<file path="config.mk">
export PLATFORM = sky130hd
export DESIGN_NAME = huffman_tree_build_and_decode_unit
export DESIGN_NICKNAME = d
export VERILOG_FILES = /design/src/htbd_pkg.sv /design/src/htbd_ram.sv /design/src/htbd_datapath.sv /design/src/htbd_ctrl.sv /design/src/huffman_tree_build_and_decode_unit.sv
export SDC_FILE = /design/constraint.sdc
export NUM_CORES = 2
export LEC_CHECK = 0
export BUFFER_PORTS_ARGS = -buffer_cell sky130_fd_sc_hd__buf_4
export CORE_MARGIN = 2
export CORE_UTILIZATION = 42
export CTS_BUF_LIST = sky130_fd_sc_hd__clkbuf_4 sky130_fd_sc_hd__clkbuf_8
export CTS_CLUSTER_DIAMETER = 80
export DETAILED_ROUTE_END_ITERATION = 7
export GPL_TIMING_DRIVEN = 0
export PLACE_DENSITY = 0.66
export SYNTH_ARGS = -nofsm -noshare
export SYNTH_HDL_FRONTEND = slang
export SYNTH_SLANG_ARGS = --single-unit
</file>
<file path="constraint.sdc">
create_clock -name aclk -period 14.79 [get_ports aclk]
set_input_delay 1.479 -clock aclk [delete_from_list [all_inputs] [get_ports aclk]]
set_output_delay 1.479 -clock aclk [all_outputs]
set_load 0.005 [all_outputs]
</file>
<file path="src/htbd_pkg.sv">
`timescale 1ns / 1ps
// ----------------------------------------------------------------------------
// htbd_pkg
// Shared constants, codes and control types of the Huffman tree build and
// decode unit.
// ----------------------------------------------------------------------------
package htbd_pkg;

    localparam int MAX_SYMBOLS = 32;
    localparam int NODE_DEPTH  = 2 * MAX_SYMBOLS - 1;
    localparam int LEAF_W      = $clog2(MAX_SYMBOLS);
    localparam int COUNT_W     = $clog2(MAX_SYMBOLS + 1);
    localparam int NODE_W      = $clog2(2 * MAX_SYMBOLS);
    localparam int SYM_W       = 8;
    localparam int LEAF_WT_W   = 16;
    localparam int WEIGHT_W    = 21;
    localparam int CODE_W      = 31;
    localparam int LEN_W       = 5;

    localparam logic [NODE_W-1:0] NO_PARENT = {NODE_W{1'b1}};

    localparam logic [1:0] OP_LOAD   = 2'd0;
    localparam logic [1:0] OP_BUILD  = 2'd1;
    localparam logic [1:0] OP_DECODE = 2'd2;
    localparam logic [1:0] OP_END    = 2'd3;

    localparam logic [1:0] KIND_CODE   = 2'd0;
    localparam logic [1:0] KIND_SYMBOL = 2'd1;
    localparam logic [1:0] KIND_END    = 2'd2;
    localparam logic [1:0] KIND_ERROR  = 2'd3;

    localparam logic [1:0] ERR_NONE    = 2'd0;
    localparam logic [1:0] ERR_FULL    = 2'd1;
    localparam logic [1:0] ERR_NO_TREE = 2'd2;

    localparam int ACT_W = 5;
    localparam logic [ACT_W-1:0] A_NOP        = 5'd0;
    localparam logic [ACT_W-1:0] A_CAPTURE    = 5'd1;
    localparam logic [ACT_W-1:0] A_LOAD       = 5'd2;
    localparam logic [ACT_W-1:0] A_BUILD_START = 5'd3;
    localparam logic [ACT_W-1:0] A_INIT_WR    = 5'd4;
    localparam logic [ACT_W-1:0] A_SCAN       = 5'd5;
    localparam logic [ACT_W-1:0] A_MERGE_A    = 5'd6;
    localparam logic [ACT_W-1:0] A_MERGE_B    = 5'd7;
    localparam logic [ACT_W-1:0] A_WALK_ISSUE = 5'd8;
    localparam logic [ACT_W-1:0] A_WALK_GETF  = 5'd9;
    localparam logic [ACT_W-1:0] A_WALK_RD    = 5'd10;
    localparam logic [ACT_W-1:0] A_WALK_STEP  = 5'd11;
    localparam logic [ACT_W-1:0] A_EMIT_CODE  = 5'd12;
    localparam logic [ACT_W-1:0] A_DEC_RD     = 5'd13;
    localparam logic [ACT_W-1:0] A_DEC_NX     = 5'd14;
    localparam logic [ACT_W-1:0] A_EMIT_SYM   = 5'd15;
    localparam logic [ACT_W-1:0] A_EMIT_EOM   = 5'd16;
    localparam logic [ACT_W-1:0] A_EMIT_ERR1  = 5'd17;
    localparam logic [ACT_W-1:0] A_EMIT_ERR2  = 5'd18;

    typedef struct packed {
        logic [ACT_W-1:0] act;
    } dp_cmd_t;

    typedef struct packed {
        logic [1:0] in_op;
        logic       built;
        logic       full;
        logic       few_leaves;
        logic       init_end;
        logic       scan_end;
        logic       merge_end;
        logic       walk_done;
        logic       leaf_last;
        logic       dec_leaf;
        logic       out_free;
    } dp_stat_t;

endpackage

</file>
<file path="src/htbd_ram.sv">
`timescale 1ns / 1ps
// ----------------------------------------------------------------------------
// htbd_ram
// Simple dual-port RAM: one write port, one read port with registered data.
// ----------------------------------------------------------------------------
module htbd_ram #(
    parameter int WIDTH = 8,
    parameter int DEPTH = 32
) (
    input  logic                     clk,
    input  logic                     we,
    input  logic [$clog2(DEPTH)-1:0] waddr,
    input  logic [WIDTH-1:0]         wdata,
    input  logic [$clog2(DEPTH)-1:0] raddr,
    output logic [WIDTH-1:0]         rdata
);

    logic [WIDTH-1:0] mem [DEPTH];
    logic [WIDTH-1:0] rdata_reg;

    always_ff @(posedge clk) begin
        if (we) begin
            mem[waddr] <= wdata;
        end
        rdata_reg <= mem[raddr];
    end

    assign rdata = rdata_reg;

endmodule

</file>
<file path="src/htbd_datapath.sv">
`timescale 1ns / 1ps
// ----------------------------------------------------------------------------
// htbd_datapath
// Node tables, build scan and merge registers, code walk, decode cursor and
// the output register, all driven by action codes from the controller.
// ----------------------------------------------------------------------------
module htbd_datapath (
    input  logic                           aclk,
    input  logic                           aresetn,
    input  htbd_pkg::dp_cmd_t              cmd,
    output htbd_pkg::dp_stat_t             stat,
    input  logic [1:0]                     in_op,
    input  logic [htbd_pkg::SYM_W-1:0]     in_symbol,
    input  logic [htbd_pkg::LEAF_WT_W-1:0] in_weight,
    input  logic                           in_bit,
    output logic                           out_valid,
    input  logic                           out_ready,
    output logic [1:0]                     out_kind,
    output logic [htbd_pkg::SYM_W-1:0]     out_symbol,
    output logic [htbd_pkg::CODE_W-1:0]    out_code,
    output logic [htbd_pkg::LEN_W-1:0]     out_len,
    output logic                           out_incomplete,
    output logic [1:0]                     out_error,
    output logic                           out_last
);
    import htbd_pkg::*;

    logic [1:0]          op_reg, op_next;
    logic [SYM_W-1:0]    sym_in_reg, sym_in_next;
    logic [LEAF_WT_W-1:0] wt_in_reg, wt_in_next;
    logic                bit_reg, bit_next;
    logic [COUNT_W-1:0]  count_reg, count_next;
    logic                built_reg, built_next;
    logic [NODE_W-1:0]   cursor_reg, cursor_next;
    logic [NODE_W-1:0]   idx_reg, idx_next;
    logic [NODE_W-1:0]   node_reg, node_next;
    logic [NODE_W-1:0]   b1_reg, b1_next, b2_reg, b2_next;
    logic                b1v_reg, b1v_next, b2v_reg, b2v_next;
    logic [WEIGHT_W-1:0] w1_reg, w1_next, w2_reg, w2_next;
    logic                scan_v_reg, scan_v_next;
    logic [NODE_W-1:0]   scan_j_reg, scan_j_next;
    logic [LEAF_W-1:0]   leaf_reg, leaf_next;
    logic [NODE_W-1:0]   c_reg, c_next, f_reg, f_next;
    logic [CODE_W-1:0]   code_reg, code_next;
    logic [LEN_W-1:0]    len_reg, len_next;
    logic [LEAF_W-1:0]   sym_addr_reg, sym_addr_next;
    logic                ov_reg, ov_next;
    logic [1:0]          okind_reg, okind_next;
    logic [SYM_W-1:0]    osym_reg, osym_next;
    logic [CODE_W-1:0]   ocode_reg, ocode_next;
    logic [LEN_W-1:0]    olen_reg, olen_next;
    logic                oinc_reg, oinc_next;
    logic [1:0]          oerr_reg, oerr_next;
    logic                olast_reg, olast_next;

    logic [NODE_W-1:0]   root;
    logic [COUNT_W-1:0]  eff_count;
    logic [NODE_W-1:0]   leaf_node;
    logic [NODE_W-1:0]   nxt;
    logic [2*NODE_W-1:0] child_wdata, child_rdata;
    logic [NODE_W-1:0]   child_raddr;
    logic                child_we;
    logic [NODE_W-1:0]   par_waddr, par_wdata, par_raddr, par_rdata;
    logic                par_we;
    logic [NODE_W-1:0]   wt_waddr;
    logic [WEIGHT_W-1:0] wt_wdata, wt_rdata;
    logic                wt_we;
    logic                sym_we;
    logic [SYM_W-1:0]    sym_rdata;
    logic                out_free;

    assign root      = NODE_W'({1'b0, count_reg, 1'b0} - 2);
    assign eff_count = built_reg ? '0 : count_reg;
    assign leaf_node = NODE_W'(leaf_reg);
    assign nxt       = bit_reg ? child_rdata[2*NODE_W-1:NODE_W] : child_rdata[NODE_W-1:0];
    assign out_free  = !ov_reg || out_ready;

    assign par_we    = (cmd.act == A_INIT_WR) || (cmd.act == A_MERGE_A)
                       || (cmd.act == A_MERGE_B);
    assign par_waddr = (cmd.act == A_INIT_WR) ? idx_reg :
                       (cmd.act == A_MERGE_A) ? b1_reg : b2_reg;
    assign par_wdata = (cmd.act == A_INIT_WR) ? NO_PARENT : node_reg;
    assign par_raddr = (cmd.act == A_WALK_ISSUE) ? leaf_node :
                       (cmd.act == A_WALK_RD) ? f_reg : idx_reg;

    assign child_we    = (cmd.act == A_MERGE_A);
    assign child_wdata = {b2_reg, b1_reg};
    assign child_raddr = (cmd.act == A_WALK_RD) ? f_reg : cursor_reg;

    assign wt_we    = (cmd.act == A_MERGE_A) || ((cmd.act == A_LOAD) && !stat.full);
    assign wt_waddr = (cmd.act == A_MERGE_A) ? node_reg : NODE_W'(eff_count);
    assign wt_wdata = (cmd.act == A_MERGE_A) ? WEIGHT_W'(w1_reg + w2_reg)
                                             : WEIGHT_W'(wt_in_reg);
    assign sym_we   = (cmd.act == A_LOAD) && !stat.full;

    htbd_ram #(.WIDTH(NODE_W), .DEPTH(NODE_DEPTH)) u_parent (
        .clk(aclk), .we(par_we), .waddr(par_waddr), .wdata(par_wdata),
        .raddr(par_raddr), .rdata(par_rdata)
    );

    htbd_ram #(.WIDTH(2 * NODE_W), .DEPTH(NODE_DEPTH)) u_child (
        .clk(aclk), .we(child_we), .waddr(node_reg), .wdata(child_wdata),
        .raddr(child_raddr), .rdata(child_rdata)
    );

    htbd_ram #(.WIDTH(WEIGHT_W), .DEPTH(NODE_DEPTH)) u_weight (
        .clk(aclk), .we(wt_we), .waddr(wt_waddr), .wdata(wt_wdata),
        .raddr(idx_reg), .rdata(wt_rdata)
    );

    htbd_ram #(.WIDTH(SYM_W), .DEPTH(MAX_SYMBOLS)) u_symbol (
        .clk(aclk), .we(sym_we), .waddr(LEAF_W'(eff_count)), .wdata(sym_in_reg),
        .raddr(sym_addr_reg), .rdata(sym_rdata)
    );

    always_comb begin
        stat.in_op      = op_reg;
        stat.built      = built_reg;
        stat.full       = !built_reg && (count_reg >= COUNT_W'(MAX_SYMBOLS));
        stat.few_leaves = count_reg < COUNT_W'(2);
        stat.init_end   = idx_reg == root;
        stat.scan_end   = idx_reg == node_reg - NODE_W'(1);
        stat.merge_end  = node_reg == root;
        stat.walk_done  = (f_reg == NO_PARENT) || (len_reg == {LEN_W{1'b1}});
        stat.leaf_last  = COUNT_W'(leaf_reg) + COUNT_W'(1) == count_reg;
        stat.dec_leaf   = nxt < NODE_W'(count_reg);
        stat.out_free   = out_free;
    end

    always_comb begin
        op_next       = op_reg;
        sym_in_next   = sym_in_reg;
        wt_in_next    = wt_in_reg;
        bit_next      = bit_reg;
        count_next    = count_reg;
        built_next    = built_reg;
        cursor_next   = cursor_reg;
        idx_next      = idx_reg;
        node_next     = node_reg;
        b1_next       = b1_reg;
        b2_next       = b2_reg;
        b1v_next      = b1v_reg;
        b2v_next      = b2v_reg;
        w1_next       = w1_reg;
        w2_next       = w2_reg;
        scan_v_next   = (cmd.act == A_SCAN);
        scan_j_next   = idx_reg;
        leaf_next     = leaf_reg;
        c_next        = c_reg;
        f_next        = f_reg;
        code_next     = code_reg;
        len_next      = len_reg;
        sym_addr_next = sym_addr_reg;
        ov_next       = ov_reg && !out_ready;
        okind_next    = okind_reg;
        osym_next     = osym_reg;
        ocode_next    = ocode_reg;
        olen_next     = olen_reg;
        oinc_next     = oinc_reg;
        oerr_next     = oerr_reg;
        olast_next    = olast_reg;

        if (scan_v_reg && (par_rdata == NO_PARENT)) begin
            if (!b1v_reg || (wt_rdata < w1_reg)) begin
                b2_next  = b1_reg;
                w2_next  = w1_reg;
                b2v_next = b1v_reg;
                b1_next  = scan_j_reg;
                w1_next  = wt_rdata;
                b1v_next = 1'b1;
            end else if (!b2v_reg || (wt_rdata < w2_reg)) begin
                b2_next  = scan_j_reg;
                w2_next  = wt_rdata;
                b2v_next = 1'b1;
            end
        end

        case (cmd.act)
            A_CAPTURE: begin
                op_next     = in_op;
                sym_in_next = in_symbol;
                wt_in_next  = in_weight;
                bit_next    = in_bit;
            end
            A_LOAD: begin
                if (!stat.full) begin
                    count_next = eff_count + COUNT_W'(1);
                    built_next = 1'b0;
                end
            end
            A_BUILD_START: begin
                idx_next  = '0;
                node_next = NODE_W'(count_reg);
            end
            A_INIT_WR: begin
                if (stat.init_end) begin
                    idx_next = '0;
                    b1v_next = 1'b0;
                    b2v_next = 1'b0;
                end else begin
                    idx_next = idx_reg + NODE_W'(1);
                end
            end
            A_SCAN: begin
                idx_next = idx_reg + NODE_W'(1);
            end
            A_MERGE_B: begin
                if (stat.merge_end) begin
                    built_next  = 1'b1;
                    cursor_next = root;
                    leaf_next   = '0;
                end else begin
                    node_next = node_reg + NODE_W'(1);
                    idx_next  = '0;
                    b1v_next  = 1'b0;
                    b2v_next  = 1'b0;
                end
            end
            A_WALK_ISSUE: begin
                c_next        = leaf_node;
                code_next     = '0;
                len_next      = '0;
                sym_addr_next = leaf_reg;
            end
            A_WALK_GETF: begin
                f_next = par_rdata;
            end
            A_WALK_STEP: begin
                if (child_rdata[2*NODE_W-1:NODE_W] == c_reg) begin
                    code_next = code_reg | (CODE_W'(1) << len_reg);
                end
                len_next = len_reg + LEN_W'(1);
                c_next   = f_reg;
                f_next   = par_rdata;
            end
            A_EMIT_CODE: begin
                ov_next    = 1'b1;
                okind_next = KIND_CODE;
                osym_next  = sym_rdata;
                ocode_next = code_reg;
                olen_next  = len_reg;
                oinc_next  = 1'b0;
                oerr_next  = ERR_NONE;
                olast_next = stat.leaf_last;
                leaf_next  = leaf_reg + LEAF_W'(1);
            end
            A_DEC_NX: begin
                if (stat.dec_leaf) begin
                    sym_addr_next = LEAF_W'(nxt);
                end else begin
                    cursor_next = nxt;
                end
            end
            A_EMIT_SYM: begin
                ov_next     = 1'b1;
                okind_next  = KIND_SYMBOL;
                osym_next   = sym_rdata;
                ocode_next  = '0;
                olen_next   = '0;
                oinc_next   = 1'b0;
                oerr_next   = ERR_NONE;
                olast_next  = 1'b1;
                cursor_next = root;
            end
            A_EMIT_EOM: begin
                ov_next     = 1'b1;
                okind_next  = KIND_END;
                osym_next   = '0;
                ocode_next  = '0;
                olen_next   = '0;
                oinc_next   = cursor_reg != root;
                oerr_next   = ERR_NONE;
                olast_next  = 1'b1;
                cursor_next = root;
            end
            A_EMIT_ERR1, A_EMIT_ERR2: begin
                ov_next    = 1'b1;
                okind_next = KIND_ERROR;
                osym_next  = '0;
                ocode_next = '0;
                olen_next  = '0;
                oinc_next  = 1'b0;
                oerr_next  = (cmd.act == A_EMIT_ERR1) ? ERR_FULL : ERR_NO_TREE;
                olast_next = 1'b1;
                if (cmd.act == A_EMIT_ERR2) begin
                    built_next = 1'b0;
                end
            end
            default: begin
            end
        endcase
    end

    always_ff @(posedge aclk) begin
        if (!aresetn) begin
            count_reg  <= '0;
            built_reg  <= 1'b0;
            cursor_reg <= '0;
            scan_v_reg <= 1'b0;
            ov_reg     <= 1'b0;
        end else begin
            count_reg  <= count_next;
            built_reg  <= built_next;
            cursor_reg <= cursor_next;
            scan_v_reg <= scan_v_next;
            ov_reg     <= ov_next;
        end
    end

    always_ff @(posedge aclk) begin
        op_reg       <= op_next;
        sym_in_reg   <= sym_in_next;
        wt_in_reg    <= wt_in_next;
        bit_reg      <= bit_next;
        idx_reg      <= idx_next;
        node_reg     <= node_next;
        b1_reg       <= b1_next;
        b2_reg       <= b2_next;
        b1v_reg      <= b1v_next;
        b2v_reg      <= b2v_next;
        w1_reg       <= w1_next;
        w2_reg       <= w2_next;
        scan_j_reg   <= scan_j_next;
        leaf_reg     <= leaf_next;
        c_reg        <= c_next;
        f_reg        <= f_next;
        code_reg     <= code_next;
        len_reg      <= len_next;
        sym_addr_reg <= sym_addr_next;
        okind_reg    <= okind_next;
        osym_reg     <= osym_next;
        ocode_reg    <= ocode_next;
        olen_reg     <= olen_next;
        oinc_reg     <= oinc_next;
        oerr_reg     <= oerr_next;
        olast_reg    <= olast_next;
    end

    assign out_valid      = ov_reg;
    assign out_kind       = okind_reg;
    assign out_symbol     = osym_reg;
    assign out_code       = ocode_reg;
    assign out_len        = olen_reg;
    assign out_incomplete = oinc_reg;
    assign out_error      = oerr_reg;
    assign out_last       = olast_reg;

endmodule

</file>
<file path="src/htbd_ctrl.sv">
`timescale 1ns / 1ps
// ----------------------------------------------------------------------------
// htbd_ctrl
// Controller state machine: sequences loads, the tree build, the code walk,
// decoding and result emission through action codes to the datapath.
// ----------------------------------------------------------------------------
module htbd_ctrl (
    input  logic                aclk,
    input  logic                aresetn,
    input  logic                in_valid,
    output logic                in_ready,
    input  htbd_pkg::dp_stat_t  stat,
    output htbd_pkg::dp_cmd_t   cmd
);
    import htbd_pkg::*;

    localparam logic [4:0] S_IDLE  = 5'd0;
    localparam logic [4:0] S_DISP  = 5'd1;
    localparam logic [4:0] S_INIT  = 5'd2;
    localparam logic [4:0] S_SCAN  = 5'd3;
    localparam logic [4:0] S_TAIL  = 5'd4;
    localparam logic [4:0] S_MRGA  = 5'd5;
    localparam logic [4:0] S_MRGB  = 5'd6;
    localparam logic [4:0] S_WISS  = 5'd7;
    localparam logic [4:0] S_WGETF = 5'd8;
    localparam logic [4:0] S_WCHK  = 5'd9;
    localparam logic [4:0] S_WSTEP = 5'd10;
    localparam logic [4:0] S_ECODE = 5'd11;
    localparam logic [4:0] S_DRD   = 5'd12;
    localparam logic [4:0] S_DNX   = 5'd13;
    localparam logic [4:0] S_DSYM  = 5'd14;
    localparam logic [4:0] S_DEMIT = 5'd15;
    localparam logic [4:0] S_EOM   = 5'd16;
    localparam logic [4:0] S_ERR1  = 5'd17;
    localparam logic [4:0] S_ERR2  = 5'd18;

    logic [4:0] state_reg, state_next;

    assign in_ready = (state_reg == S_IDLE);

    always_comb begin
        state_next = state_reg;
        cmd.act    = A_NOP;
        case (state_reg)
            S_IDLE: begin
                if (in_valid) begin
                    cmd.act    = A_CAPTURE;
                    state_next = S_DISP;
                end
            end
            S_DISP: begin
                case (stat.in_op)
                    OP_LOAD: begin
                        if (stat.full) begin
                            state_next = S_ERR1;
                        end else begin
                            cmd.act    = A_LOAD;
                            state_next = S_IDLE;
                        end
                    end
                    OP_BUILD: begin
                        if (stat.few_leaves) begin
                            state_next = S_ERR2;
                        end else begin
                            cmd.act    = A_BUILD_START;
                            state_next = S_INIT;
                        end
                    end
                    OP_DECODE: begin
                        state_next = stat.built ? S_DRD : S_ERR2;
                    end
                    default: begin
                        state_next = stat.built ? S_EOM : S_ERR2;
                    end
                endcase
            end
            S_INIT: begin
                cmd.act = A_INIT_WR;
                if (stat.init_end) begin
                    state_next = S_SCAN;
                end
            end
            S_SCAN: begin
                cmd.act = A_SCAN;
                if (stat.scan_end) begin
                    state_next = S_TAIL;
                end
            end
            S_TAIL: begin
                state_next = S_MRGA;
            end
            S_MRGA: begin
                cmd.act    = A_MERGE_A;
                state_next = S_MRGB;
            end
            S_MRGB: begin
                cmd.act    = A_MERGE_B;
                state_next = stat.merge_end ? S_WISS : S_SCAN;
            end
            S_WISS: begin
                cmd.act    = A_WALK_ISSUE;
                state_next = S_WGETF;
            end
            S_WGETF: begin
                cmd.act    = A_WALK_GETF;
                state_next = S_WCHK;
            end
            S_WCHK: begin
                if (stat.walk_done) begin
                    state_next = S_ECODE;
                end else begin
                    cmd.act    = A_WALK_RD;
                    state_next = S_WSTEP;
                end
            end
            S_WSTEP: begin
                cmd.act    = A_WALK_STEP;
                state_next = S_WCHK;
            end
            S_ECODE: begin
                if (stat.out_free) begin
                    cmd.act    = A_EMIT_CODE;
                    state_next = stat.leaf_last ? S_IDLE : S_WISS;
                end
            end
            S_DRD: begin
                cmd.act    = A_DEC_RD;
                state_next = S_DNX;
            end
            S_DNX: begin
                cmd.act    = A_DEC_NX;
                state_next = stat.dec_leaf ? S_DSYM : S_IDLE;
            end
            S_DSYM: begin
                state_next = S_DEMIT;
            end
            S_DEMIT: begin
                if (stat.out_free) begin
                    cmd.act    = A_EMIT_SYM;
                    state_next = S_IDLE;
                end
            end
            S_EOM: begin
                if (stat.out_free) begin
                    cmd.act    = A_EMIT_EOM;
                    state_next = S_IDLE;
                end
            end
            S_ERR1: begin
                if (stat.out_free) begin
                    cmd.act    = A_EMIT_ERR1;
                    state_next = S_IDLE;
                end
            end
            S_ERR2: begin
                if (stat.out_free) begin
                    cmd.act    = A_EMIT_ERR2;
                    state_next = S_IDLE;
                end
            end
            default: begin
                state_next = S_IDLE;
            end
        endcase
    end

    always_ff @(posedge aclk) begin
        if (!aresetn) begin
            state_reg <= S_IDLE;
        end else begin
            state_reg <= state_next;
        end
    end

endmodule

</file>
<file path="src/huffman_tree_build_and_decode_unit.sv">
`timescale 1ns / 1ps
// ----------------------------------------------------------------------------
// huffman_tree_build_and_decode_unit
// Huffman tree builder with code listing and bit-serial decoder.
// ----------------------------------------------------------------------------
// Code results, decoded symbols, end of message and errors wait for the result
// register to empty before they are issued. A build with n leaves walks the
// node tables held in single-read-port RAMs: it marks 2n-1 nodes parentless,
// then for the merge that creates node i it reads each candidate node in turn,
// then for each leaf it walks up the tree, one level of its code per step. A new
// transaction is taken once the previous one has finished its work, even while
// its last result still waits in the output register.
module huffman_tree_build_and_decode_unit (
    input  logic        aclk,
    input  logic        aresetn,
    input  logic        s_tvalid,
    output logic        s_tready,
    input  logic [31:0] s_tdata,   // symbol[7:0], weight[23:8], coded_bit[24], zero
    input  logic [1:0]  s_tuser,   // op[1:0]
    output logic        m_tvalid,
    input  logic        m_tready,
    output logic [47:0] m_tdata,   // out_symbol[7:0], code_bits[38:8],
                                   // code_length[43:39], incomplete[44],
                                   // error_code[46:45], zero
    output logic [1:0]  m_tuser,   // kind[1:0]
    output logic        m_tlast
);
    import htbd_pkg::*;

    dp_cmd_t          cmd;
    dp_stat_t         stat;
    logic [SYM_W-1:0] out_symbol;
    logic [CODE_W-1:0] out_code;
    logic [LEN_W-1:0] out_len;
    logic             out_incomplete;
    logic [1:0]       out_error;

    htbd_ctrl u_ctrl (
        .aclk(aclk), .aresetn(aresetn), .in_valid(s_tvalid), .in_ready(s_tready),
        .stat(stat), .cmd(cmd)
    );

    htbd_datapath u_dp (
        .aclk(aclk), .aresetn(aresetn), .cmd(cmd), .stat(stat),
        .in_op(s_tuser), .in_symbol(s_tdata[7:0]), .in_weight(s_tdata[23:8]),
        .in_bit(s_tdata[24]),
        .out_valid(m_tvalid), .out_ready(m_tready), .out_kind(m_tuser),
        .out_symbol(out_symbol), .out_code(out_code), .out_len(out_len),
        .out_incomplete(out_incomplete), .out_error(out_error), .out_last(m_tlast)
    );

    assign m_tdata = {1'b0, out_error, out_incomplete, out_len, out_code, out_symbol};

endmodule

</file>
==> metrics.md <==
| Metric | Value |
|---|---|
| Row count | 196 |
| Post-synthesis sequential area ratio | 74.2% |
| Status | complete, no violations |
| Vias in the first global route | 68981 |
| Hold path depth | 0 |
| Kind of critical path | reg2reg |
| CTS Buffer Depth | 4 |
| Die Area | 290000 µm² |
| Boundary Pins | 91 |
| Total track usage | 22.3% |
| Worst r2r src | u_dp.len_reg[2]$_SDFFCE_PP0P_ |
| Min-delay worst type | reg2reg |
| Fin. max-slew vios | 0 |
| Routability Congestion | 0.996 |
| Post-route setup TNS | 0 ps |
| Synth area leader | edfxtp_1 |
| R2r setup slk | 8950 ps |
| Antenna Violating Nets Remaining | 0 |
| Root Driver | clkbuf_8 |
| Sink Count | 2989 |
| Critical Path Start Type | register |
| Post-CTS Hold Buffers | 0 |
| CTS buffer count | 468 |
| Worst setup EP type | register |
| Post-DP HPWL | 228 mm |
| DR vias | 69821 |
| CP startpoint | u_dp.len_reg[2]$_SDFFCE_PP0P_ |
| Cells after Synth | 7064 |
| Final min period | 5840 ps |
| Post-synth design cell area | 120000 µm² |
| Clock transition at the registers of the reported paths | 60 ps |
| Iter 0 DRT Violations | 8732 |
| Die width | 538 µm |
| Ys async rst share | 0% |
| Post-synth top area share | 73.0% |
| Worst skew pair latency | 1150 ps |
| Most common library cells after synthesis | edfxtp_1, nand2_1, mux4_2 |
| F_max | 171 MHz |
| DR vias/cell | 5.87 |
| Slew headroom | 3.16% |
| Most flop-heavy register | u_dp.u_weight.mem |
| Worst Path Arrival | 6830 ps |
| Yosys reg bits | 2989 |
| Nets@finish | 7866 |
| Synth area leaders | edfxtp_1, mux4_2, nand2_1 |
| Part of the cycle the worst path needs | 39.5% |
| Core Area | 284000 µm² |
| Sequential share of power | 47.7% |
| Post-synth EDFFs | 2914 |
| Combinational cell fraction of total power | 19.1% |
| Number of flip-flops in the largest register | 1323 |
| DRC errors left | 0 |
| Max cap viols | 0 |
| CP endpoint | u_dp.u_child.rdata[3]$_DFF_P_ |
| Worst slew pin tran | 1450 ps |
| Top-count cell post-synth | edfxtp_1 |
| PD cells | 152 nW/µm² |
| Port bufs | 82 |
| Final wirelength | 330 mm |
| Area delta synth->final | 14.8% |
| Final Hold Viols | 0 |
| Die Ht | 538 µm |
| Worst endpoint required time | 15780 ps |
| RSZ-0062 raised after global routing | no |
| Top flop regs | u_dp.u_weight.mem: 1323 flops, u_dp.u_child.mem: 756 flops, u_dp.u_parent.mem: 378 flops |
| Synth Net Count | 7184 |
| Initial antenna violation count | 19 |
| Yosys warning count | 0 |
| Post-CTS Setup Inserts | 0 |
| Psw | 0.00609 W |
| Initial core utilization | 42.2% |
| R2R cell count | 13 |
| Congestion Overflow GR | 0 |
| IR drop worst, VDD | 102 µV |
| Sw Share | 29.1% |
| Final Util | 48.4% |
| Share of layout cells above drive strength 1 | 21.3% |
| H-Tree Depth | 5 |
| Resized Gates After CTS | 0 |
| Ys flop type | edfxtp_1 |
| Final setup viols | 0 |
| CTS tree | built |
| Cell internal pwr | 0.0148 W |
| Leakage | 44.5 nW |
| FF-to-FF End | u_dp.u_child.rdata[3]$_DFF_P_ |
| Synth unique cells | 90 |
| Clk network pwr share | 33.2% |
| Clock skew | 143 ps |
| Synthesized area per cell | 17.0 µm² |
| Crit path max fanout | 10 |
| First-pass GRT wire length | 475 mm |
| First-pass detailed-route iteration total | 7 |
| Pin count of the biggest net entering global routing | 64 |
| DR WL/cell | 27.7 µm |
stage by stage:
stage                     cell area, µm²  hold slack (ps)  power [W]  worst slack, ps  instances
after floorplan                   120000              346     0.0124             9490       7064
after detailed placement          128000              359     0.0141             9050      11036
after global placement            125000              352     0.0140             4820      10908
after global routing              138000              396     0.0216             8990      11895
after CTS                         138000              375     0.0210             9080      11891
final                             138000              374     0.0209             8950      11898
area by class of cell:
| cell class | count | area, µm² |
|---|---|---|
| fill | 23581 | 147000 |
| sequential | 2989 | 89000 |
| multi-input combinational | 3565 | 29300 |
| clock buffer | 630 | 7840 |
| tap | 3762 | 4710 |
| timing repair buffer | 212 | 3120 |
| buffer | 436 | 1900 |
| clock inverter | 225 | 1470 |
| inverter | 74 | 278 |
| antenna | 5 | 12.5 |
layer usage:
| layer | track usage, % | part of all wire (%) |
|---|---|---|
| met1 | 29.9 | 39 |
| met2 | 35.7 | 47 |
| met3 | 4.15 | 8.9 |
| met4 | 9.37 | 4.3 |
| met5 | 0 | 0.042 |
kinds of logic (layout without fill, tap and decap cells):
group	after synthesis	after routing	share of synthesized area [%]
compound gates	931	931	5.31
xor+xnor	59	59	0.431
fa+ha+maj	82	82	0.862
buf+inv	510	1577	1.82
flops	2989	2989	74.2
mux	603	603	10.3
other cells	1	6	0.00313
simple gates	1889	1889	7.06
cells in the final DEF, fill, tap and decap left out, types with 125 or more instances in the layout:
cell type,netlist,routed
and3_1,163,163
clkinv_1,2,125
clkbuf_8,0,497
o21ai_0,145,132
nand3_1,250,250
clkbuf_4,0,133
edfxtp_1,2914,2914
nor2_1,382,318
nand2_1,856,851
a311oi_1,129,129
a211oi_1,145,145
mux4_2,500,500
a31oi_1,141,141
clkbuf_1,256,256
power by group through the flow:
stage	Sequential (W)	Combinational, W	Clock, W
after detailed placement	0.0101	0.00396	0
final	0.00997	0.00401	0.00695
after floorplan	0.0101	0.00225	0
after global placement	0.0103	0.00373	0
after global routing	0.00999	0.00422	0.00739
after CTS	0.00997	0.00397	0.00703
how the worst min path moves through the flow:
stage | to | from
after floorplan | u_dp.scan_j_reg[2]$_DFF_P_ | u_dp.idx_reg[2]$_DFFE_PP_
after global placement | u_dp.scan_j_reg[4]$_DFF_P_ | u_dp.idx_reg[4]$_DFFE_PP_
after detailed placement | u_dp.scan_j_reg[4]$_DFF_P_ | u_dp.idx_reg[4]$_DFFE_PP_
after CTS | u_dp.scan_j_reg[5]$_DFF_P_ | u_dp.idx_reg[5]$_DFFE_PP_
after global routing | u_dp.scan_j_reg[5]$_DFF_P_ | u_dp.idx_reg[5]$_DFFE_PP_
final | u_dp.scan_j_reg[5]$_DFF_P_ | u_dp.idx_reg[5]$_DFFE_PP_
worst max-delay path, stage by stage (launching register included):
cell and delay, ps:
edfxtp_1 380, clkbuf_1 240, clkbuf_1 310, and3_1 260
ha_1 310, o21bai_2 410, o21ai_1 600, and2_1 320
clkbuf_1 720, clkbuf_1 680, a311oi_1 180, o21ai_0 370
o21ai_0 270, or4_1 670
(Power assumes the default switching activity.)
